<file path="src/design/rcr_pkg.sv">
`timescale 1ns / 1ps

package rcr_pkg;

    // Coordinate width and derived result widths
    localparam int COORD_BITS = 16;
    localparam int SQ_BITS    = 2 * COORD_BITS;
    localparam int DIST_BITS  = 2 * COORD_BITS + 1;

    // Configuration register indices
    localparam logic [1:0] REG_CENTER_X = 2'd0;
    localparam logic [1:0] REG_CENTER_Y = 2'd1;
    localparam logic [1:0] REG_RADIUS   = 2'd2;

    // Relation codes
    localparam logic [1:0] REL_DISJOINT     = 2'd0;
    localparam logic [1:0] REL_RECT_IN_CIRC = 2'd1;
    localparam logic [1:0] REL_CIRC_IN_RECT = 2'd2;
    localparam logic [1:0] REL_CROSSING     = 2'd3;

    typedef logic signed [COORD_BITS-1:0] t_coord;
    typedef logic        [COORD_BITS-1:0] t_ucoord;
    typedef logic        [SQ_BITS-1:0]    t_sq;
    typedef logic        [DIST_BITS-1:0]  t_dist;

    typedef struct packed {
        t_coord low_x;
        t_coord low_y;
        t_coord high_x;
        t_coord high_y;
    } t_rect;

    typedef struct packed {
        logic [1:0] relation;
        logic       center_inside;
        t_dist      min_dist_sq;
        t_dist      max_dist_sq;
    } t_result;

    typedef struct packed {
        t_coord  center_x;
        t_coord  center_y;
        t_ucoord radius;
    } t_cfg;

endpackage

</file>
<file path="src/design/rcr_pipe.sv">
`timescale 1ns / 1ps

module rcr_pipe (
    input  logic            i_clk,
    input  logic            i_rst_n,
    input  rcr_pkg::t_cfg   i_cfg,
    input  logic            i_vld,
    input  rcr_pkg::t_rect  i_rect,
    output logic            o_vld,
    output rcr_pkg::t_result o_result
);
    import rcr_pkg::*;

    localparam int DIFF_BITS = COORD_BITS + 1;

    // Stage 1: absolute differences and span tests
    t_ucoord r1_alx, r1_ahx, r1_aly, r1_ahy, r1_rad;
    logic    r1_covx, r1_covy;
    logic    r1_vld;

    function automatic t_ucoord abs_diff(input t_coord a, input t_coord b);
        logic signed [DIFF_BITS-1:0] d;
        logic signed [DIFF_BITS-1:0] m;
        d = $signed({a[COORD_BITS-1], a}) - $signed({b[COORD_BITS-1], b});
        m = d[DIFF_BITS-1] ? -d : d;
        return m[COORD_BITS-1:0];
    endfunction

    always_ff @(posedge i_clk) begin
        r1_alx  <= abs_diff(i_cfg.center_x, i_rect.low_x);
        r1_ahx  <= abs_diff(i_cfg.center_x, i_rect.high_x);
        r1_aly  <= abs_diff(i_cfg.center_y, i_rect.low_y);
        r1_ahy  <= abs_diff(i_cfg.center_y, i_rect.high_y);
        r1_rad  <= i_cfg.radius;
        r1_covx <= (i_cfg.center_x >= i_rect.low_x) && (i_cfg.center_x <= i_rect.high_x);
        r1_covy <= (i_cfg.center_y >= i_rect.low_y) && (i_cfg.center_y <= i_rect.high_y);
    end

    // Stage 2: squares
    t_sq  r2_slx, r2_shx, r2_sly, r2_shy, r2_r2;
    logic r2_covx, r2_covy;
    logic r2_vld;

    always_ff @(posedge i_clk) begin
        r2_slx  <= SQ_BITS'(r1_alx) * SQ_BITS'(r1_alx);
        r2_shx  <= SQ_BITS'(r1_ahx) * SQ_BITS'(r1_ahx);
        r2_sly  <= SQ_BITS'(r1_aly) * SQ_BITS'(r1_aly);
        r2_shy  <= SQ_BITS'(r1_ahy) * SQ_BITS'(r1_ahy);
        r2_r2   <= SQ_BITS'(r1_rad) * SQ_BITS'(r1_rad);
        r2_covx <= r1_covx;
        r2_covy <= r1_covy;
    end

    // Stage 3: corner sums and edge candidates (all ones when an edge does not cover)
    t_dist r3_c0, r3_c1, r3_c2, r3_c3, r3_ex, r3_ey, r3_r2;
    logic  r3_inside;
    logic  r3_vld;
    t_sq   n_ex, n_ey;

    always_comb begin
        n_ex = (r2_sly < r2_shy) ? r2_sly : r2_shy;
        n_ey = (r2_shx < r2_slx) ? r2_shx : r2_slx;
    end

    always_ff @(posedge i_clk) begin
        r3_c0     <= DIST_BITS'(r2_slx) + DIST_BITS'(r2_sly);
        r3_c1     <= DIST_BITS'(r2_shx) + DIST_BITS'(r2_sly);
        r3_c2     <= DIST_BITS'(r2_shx) + DIST_BITS'(r2_shy);
        r3_c3     <= DIST_BITS'(r2_slx) + DIST_BITS'(r2_shy);
        r3_ex     <= r2_covx ? DIST_BITS'(n_ex) : '1;
        r3_ey     <= r2_covy ? DIST_BITS'(n_ey) : '1;
        r3_r2     <= DIST_BITS'(r2_r2);
        r3_inside <= r2_covx && r2_covy;
    end

    // Stage 4: first level of the min / max tree
    t_dist r4_mx01, r4_mx23, r4_mn01, r4_mn23, r4_emin, r4_r2;
    logic  r4_inside;
    logic  r4_vld;

    always_ff @(posedge i_clk) begin
        r4_mx01   <= (r3_c1 > r3_c0) ? r3_c1 : r3_c0;
        r4_mx23   <= (r3_c3 > r3_c2) ? r3_c3 : r3_c2;
        r4_mn01   <= (r3_c1 < r3_c0) ? r3_c1 : r3_c0;
        r4_mn23   <= (r3_c3 < r3_c2) ? r3_c3 : r3_c2;
        r4_emin   <= (r3_ey < r3_ex) ? r3_ey : r3_ex;
        r4_r2     <= r3_r2;
        r4_inside <= r3_inside;
    end

    // Stage 5: corner max and corner min
    t_dist r5_mx, r5_mnc, r5_emin, r5_r2;
    logic  r5_inside;
    logic  r5_vld;

    always_ff @(posedge i_clk) begin
        r5_mx     <= (r4_mx23 > r4_mx01) ? r4_mx23 : r4_mx01;
        r5_mnc    <= (r4_mn23 < r4_mn01) ? r4_mn23 : r4_mn01;
        r5_emin   <= r4_emin;
        r5_r2     <= r4_r2;
        r5_inside <= r4_inside;
    end

    // Stage 6: final minimum and classification; min > r2 iff both parts exceed it
    logic  n_lt, n_gt;
    t_dist n_mn;
    logic [1:0] n_rel;
    t_result r6_res;
    logic    r6_vld;

    always_comb begin
        n_mn = (r5_emin < r5_mnc) ? r5_emin : r5_mnc;
        n_lt = r5_mx < r5_r2;
        n_gt = (r5_mnc > r5_r2) && (r5_emin > r5_r2);
        if (n_lt) begin
            n_rel = REL_RECT_IN_CIRC;
        end else if (n_gt) begin
            n_rel = r5_inside ? REL_CIRC_IN_RECT : REL_DISJOINT;
        end else begin
            n_rel = REL_CROSSING;
        end
    end

    always_ff @(posedge i_clk) begin
        r6_res.relation      <= n_rel;
        r6_res.center_inside <= r5_inside;
        r6_res.min_dist_sq   <= n_mn;
        r6_res.max_dist_sq   <= r5_mx;
    end

    // Valid bits travelling with the data
    always_ff @(posedge i_clk) begin
        if (!i_rst_n) begin
            r1_vld <= 1'b0;
            r2_vld <= 1'b0;
            r3_vld <= 1'b0;
            r4_vld <= 1'b0;
            r5_vld <= 1'b0;
            r6_vld <= 1'b0;
        end else begin
            r1_vld <= i_vld;
            r2_vld <= r1_vld;
            r3_vld <= r2_vld;
            r4_vld <= r3_vld;
            r5_vld <= r4_vld;
            r6_vld <= r5_vld;
        end
    end

    assign o_vld    = r6_vld;
    assign o_result = r6_res;

endmodule

</file>
<file path="src/design/rect_circle_relation.sv">
`timescale 1ns / 1ps

// Channel     Direction  Handshake                      Payload
// item        in         start & !busy                  i_rect   (t_rect)
// result      out        o_res_strobe, one cycle        o_result (t_result)
// config      in         i_cfg_valid & o_cfg_ready      i_cfg_index, i_cfg_data
//
// Six register stages: the result strobe is the valid bit of the last stage and
// travels with the item's data; one item per cycle sustained.
// Stage depth is set by the 16x16 squarers and the 33-bit compares of the min / max tree.
// busy stays low, so a new item can be started every cycle.
// Synchronous active-low reset clears the valid bits and sets centre 0, radius 1.
// The receiver cannot hold results off, so nothing in the pipeline ever stalls.

module rect_circle_relation (
    input  logic              i_clk,
    input  logic              i_rst_n,
    input  logic              start,
    output logic              busy,
    input  rcr_pkg::t_rect    i_rect,
    output logic              o_res_strobe,
    output rcr_pkg::t_result  o_result,
    input  logic              i_cfg_valid,
    output logic              o_cfg_ready,
    input  logic [1:0]        i_cfg_index,
    input  logic [rcr_pkg::COORD_BITS-1:0] i_cfg_data
);
    import rcr_pkg::*;

    t_cfg r_cfg;
    logic n_start;

    // Configuration registers; writes beyond the list are dropped
    always_ff @(posedge i_clk) begin
        if (!i_rst_n) begin
            r_cfg.center_x <= '0;
            r_cfg.center_y <= '0;
            r_cfg.radius   <= t_ucoord'(1);
        end else if (i_cfg_valid) begin
            unique case (i_cfg_index)
                REG_CENTER_X: r_cfg.center_x <= i_cfg_data;
                REG_CENTER_Y: r_cfg.center_y <= i_cfg_data;
                REG_RADIUS:   r_cfg.radius   <= i_cfg_data;
                default: ;
            endcase
        end
    end

    assign o_cfg_ready = 1'b1;
    assign busy        = 1'b0;
    assign n_start     = start && !busy;

    rcr_pipe u_pipe (
        .i_clk    (i_clk),
        .i_rst_n  (i_rst_n),
        .i_cfg    (r_cfg),
        .i_vld    (n_start),
        .i_rect   (i_rect),
        .o_vld    (o_res_strobe),
        .o_result (o_result)
    );

endmodule
</file>
<file path="config.mk">
export PLATFORM = sky130hd
export DESIGN_NAME = rect_circle_relation
export DESIGN_NICKNAME = d
export VERILOG_FILES = /design/src/design/rcr_pkg.sv /design/src/design/rcr_pipe.sv /design/src/design/rect_circle_relation.sv
export SDC_FILE = /design/constraint.sdc
export NUM_CORES = 2
export LEC_CHECK = 0
export BUFFER_PORTS_ARGS = -buffer_cell sky130_fd_sc_hd__buf_2
export CORE_ASPECT_RATIO = 0.6
export CORE_MARGIN = 1
export CORE_UTILIZATION = 55
export DETAILED_ROUTE_END_ITERATION = 16
export PLACE_DENSITY = 0.7
export SYNTH_ARGS = -nofsm -noshare
export SYNTH_HDL_FRONTEND = slang
export SYNTH_SLANG_ARGS = --single-unit
</file>
<file path="constraint.sdc">
create_clock -name i_clk -period 6.07 [get_ports i_clk]
set_input_delay 0.607 -clock i_clk [delete_from_list [all_inputs] [get_ports i_clk]]
set_output_delay 0.607 -clock i_clk [all_outputs]
set_load 0.02 [all_outputs]
</file>
==> out/metrics.cfg <==
[global_routing]
grt_max_degree = 67
track_usage_pct = 29.58
grt_pass1_vias = 57490
grt_first_pass_wirelength_um = 323800
overflow = 0
antenna_found_initial = 19

[clock_network]
tritoncts = yes
cts_buffers = 85
htreeDepth = 3
cts-root-buf = clkbuf_16
ctsHoldBuffers = 0
clock_latency_ns = 0.72
cts_sinks = 920
cts.clk_slew.worst_paths_ns = 0.07
ctsLongestPathBuffers = 3

[critical_path]
reg2reg_from = u_pipe.r1_ahx[0]$_DFF_P_
timing.critical_path.slowest_cell_delay_ns = 0.56
crit_type = register to register
crit_chain = buf_4 -> and2_1 -> nand3_1 -> fa_1 -> inv_1 -> ha_1 -> inv_1 -> fa_1 -> fa_1 -> inv_1 -> fa_1 -> ha_2 -> or4_4 -> a311oi_4 -> a211oi_4 -> o21ai_4 -> a31oi_4 -> a41o_1 -> a221oi_4 -> o21bai_1 -> a21oi_1 -> xnor2_1
slowest_stage = dfxtp_1
timing.rr.end = u_pipe.r2_shx[28]$_DFF_P_
r2r_cells = 22
start_kind = register
cpMostUsedCell = fa_1
required_ns = 6.67
cp_max_fo = 5
reg2reg_slack_ns = 0.04
crit_path_end_kind = register
cp.arrival_ns = 6.63

[die]
chipHeight_um = 291.7
num_rows = 105
die_area_um2 = 141400
core-area_um2 = 137700
ioPinCount = 158
initial_core_util_pct = 55.88
die_w_um = 484.9

[run]
maxCapViolCount = 0

[synth]
synth_cell_types = 94
synthTopCellsByArea = dfxtp_1 24%, fa_1 21%, ha_1 17%, inv_1 8.1%, mux2_2 3.5%
netlist_area_um2 = 76940
synth-main-ff-cell = dfxtp_1
ys_async_sr_fraction_pct = 0
synth_top_area_cell = dfxtp_1
synth_edf_count = 0
synth.yosys.seq_area_share_pct = 23.94
netlist_instances = 8126
ys_seq_elements = 920
synth_top_cell_area_share_pct = 23.94
avgSynthCellArea_um2 = 9.469
synth_fp_nets = 10070
synth_warnings = 0

[routing]
routedWlPerCell_um = 19.83
drtPass1Iterations = 5
num_vias = 56550
wirelength_um = 208000
drc = 0
drtAntennaViolNets = 0
drtIter0Drc = 4308
vias_per_cell = 5.390

[timing]
worstMarginPinSlew_ns = 1.202
fin_crit_sh_pct = 99.39
maxSlewHeadroom_pct = 19.58
period_needed_ns = 6.033
fmax_mhz = 165.8
slew_viol_final = 0
rsz0062_at_grt = yes
hold_violations = 0
hold_ws_ns = 0.1293
fin_skew_ns = 0.05488
finalSetupViolCount = 0

[hold_path]
min_path_type = input port to register
hold_path_depth = 2
hold_end = u_pipe.r1_vld$_SDFF_PN0_
worst_hold_startpoint = start

[finish]
nets = 10540
largest_reg_flops = 69
nFillCells = 11280
area_growth_pct = 12.80
drive_gt1_share_pct = 14.79

[place]
io_buffer_count = 155
place_congestion = 1.033
place_hpwl_um = 175400

[outcome]
status = finished, final reports clean

-- critical path, delay by kind of cell, from the launching register on --
kind / cells / cell delay, ns
buffers and inverters: 4 / 0.40
adders and majority gates: 6 / 2.21
xor gates and xnor gates: 1 / 0.09
AOI/OAI and AO/OA: 8 / 1.65
DFF: 1 / 0.56
and+or+nand+nor: 3 / 1.04
-- what timing repair did --
action	4_1_cts	5_1_grt
setup endpoints to repair	40	61
resized for setup	53	307
buffers inserted	4	36
pin swaps	10	151
-- cells in the final DEF, fill, tap and decap left out, types with 19 or more instances in the layout --
cell | netlist | layout
and3_1 | 25 | 24
fa_1 | 814 | 800
nor2_1 | 270 | 260
buf_2 | 14 | 155
ha_4 | 0 | 19
inv_2 | 0 | 25
ha_1 | 1047 | 1025
nand4_1 | 78 | 78
o21ai_0 | 205 | 185
xnor2_1 | 254 | 249
dfxtp_1 | 920 | 854
o21a_1 | 51 | 51
dfxtp_4 | 0 | 45
nand2_1 | 697 | 673
a31o_2 | 20 | 20
a21oi_2 | 3 | 23
o21ai_1 | 10 | 21
and2_1 | 225 | 208
o21bai_1 | 38 | 37
inv_1 | 1664 | 1637
nand2b_1 | 70 | 69
xor2_1 | 120 | 120
clkbuf_16 | 0 | 85
nor3_1 | 65 | 59
a21boi_0 | 55 | 54
a21oi_1 | 322 | 301
o211ai_1 | 54 | 54
nand3_1 | 64 | 62
buf_4 | 2 | 377
nor2b_1 | 88 | 87
a211oi_1 | 29 | 26
nand2_2 | 0 | 21
dfxtp_2 | 0 | 21
or2_2 | 24 | 24
mux2_2 | 237 | 237
mux2i_1 | 35 | 35
a31oi_1 | 24 | 19
a21o_1 | 234 | 234
-- synth_stat cells, types with 18 or more instances --
master    count
xor2_1      120
a21oi_1     322
nor3_1       65
mux2i_1      35
a21boi_0     55
nand2_1     697
a31o_2       20
nand4_1      78
o21bai_1     38
a211oi_1     29
o21ai_0     205
a31oi_1      24
nand3_1      64
xnor2_1     254
o211ai_1     54
dfxtp_1     920
and3_1       25
clkbuf_1    154
inv_1      1664
ha_1       1047
mux2_2      237
or3_1        18
and2_1      225
or2_2        24
a21o_1      234
nand2b_1     70
o21a_1       51
nor2b_1      88
nor2_1      270
fa_1        814
-- routing by layer --
metal / vias to the layer above / wire length, um / global-route usage [%]
met2: 1846 / 84000 / 42.38
li1: 27030 / - / -
met5: - / 0 / 0
met1: 27420 / 98510 / 43.97
met3: 266 / 20080 / 7.524
met4: 0 / 5448 / 7.621
-- layout make-up --
| type | instances | area (um2) | area share [%] |
|---|---|---|---|
| Sequential cell | 920 | 18610 | 21.45 |
| Clock inverter | 47 | 714.4 | 0.8232 |
| Tap cell | 1819 | 2276 | 2.622 |
| Timing Repair Buffer | 561 | 4044 | 4.660 |
| Clock buffer | 108 | 2333 | 2.689 |
| Multi-Input combinational cell | 5363 | 52530 | 60.53 |
| Antenna cell | 11 | 27.53 | 0.03172 |
| Inverter | 1664 | 6251 | 7.203 |
-- worst max-delay path by stage --
stage                     slack, ns                      start                         to
after CTS                    -0.001   u_pipe.r1_rad[3]$_DFF_P_   u_pipe.r2_r2[24]$_DFF_P_
after global placement        -0.15   u_pipe.r1_ahx[4]$_DFF_P_  u_pipe.r2_shx[28]$_DFF_P_
after global routing          -0.16  u_pipe.r1_aly[10]$_DFF_P_  u_pipe.r2_sly[30]$_DFF_P_
after detailed placement      -0.29   u_pipe.r1_aly[4]$_DFF_P_  u_pipe.r2_sly[31]$_DFF_P_
final                          0.04   u_pipe.r1_ahx[0]$_DFF_P_  u_pipe.r2_shx[28]$_DFF_P_
after floorplan              -0.002   u_pipe.r1_aly[1]$_DFF_P_  u_pipe.r2_sly[28]$_DFF_P_
-- cells by family after synthesis --
family	count (synthesis)	share of synthesized area, %
compound gates	1169	10.03
xor+xnor	375	4.287
fa+ha+maj	1861	38.21
buf+inv	1843	9.113
flops	920	23.94
mux	274	3.953
other cells	2	0.009761
simple gates	1682	10.47
-- stage by stage --
step / cell area, um2 / cells / setup WS (ns) / setup TNS, ns / util (%)
finish: 86790 / 10490 / 0.03725 / 0 / 63.03
global route: 86770 / 10490 / -0.1642 / -1.166 / 63.02
CTS: 85410 / 10450 / -0.001065 / -0.001065 / 62.03
detailed placement: 82190 / 10290 / -0.2927 / -3.782 / 59.69
global placement: 82190 / 10290 / -0.1458 / -1.123 / 59.69
floorplan: 77010 / 8126 / -0.002315 / -0.002315 / -
Power is left out: the tool's default activity adds up to more than one toggle a clock period on the data nets, which glitch-free logic cannot reach.
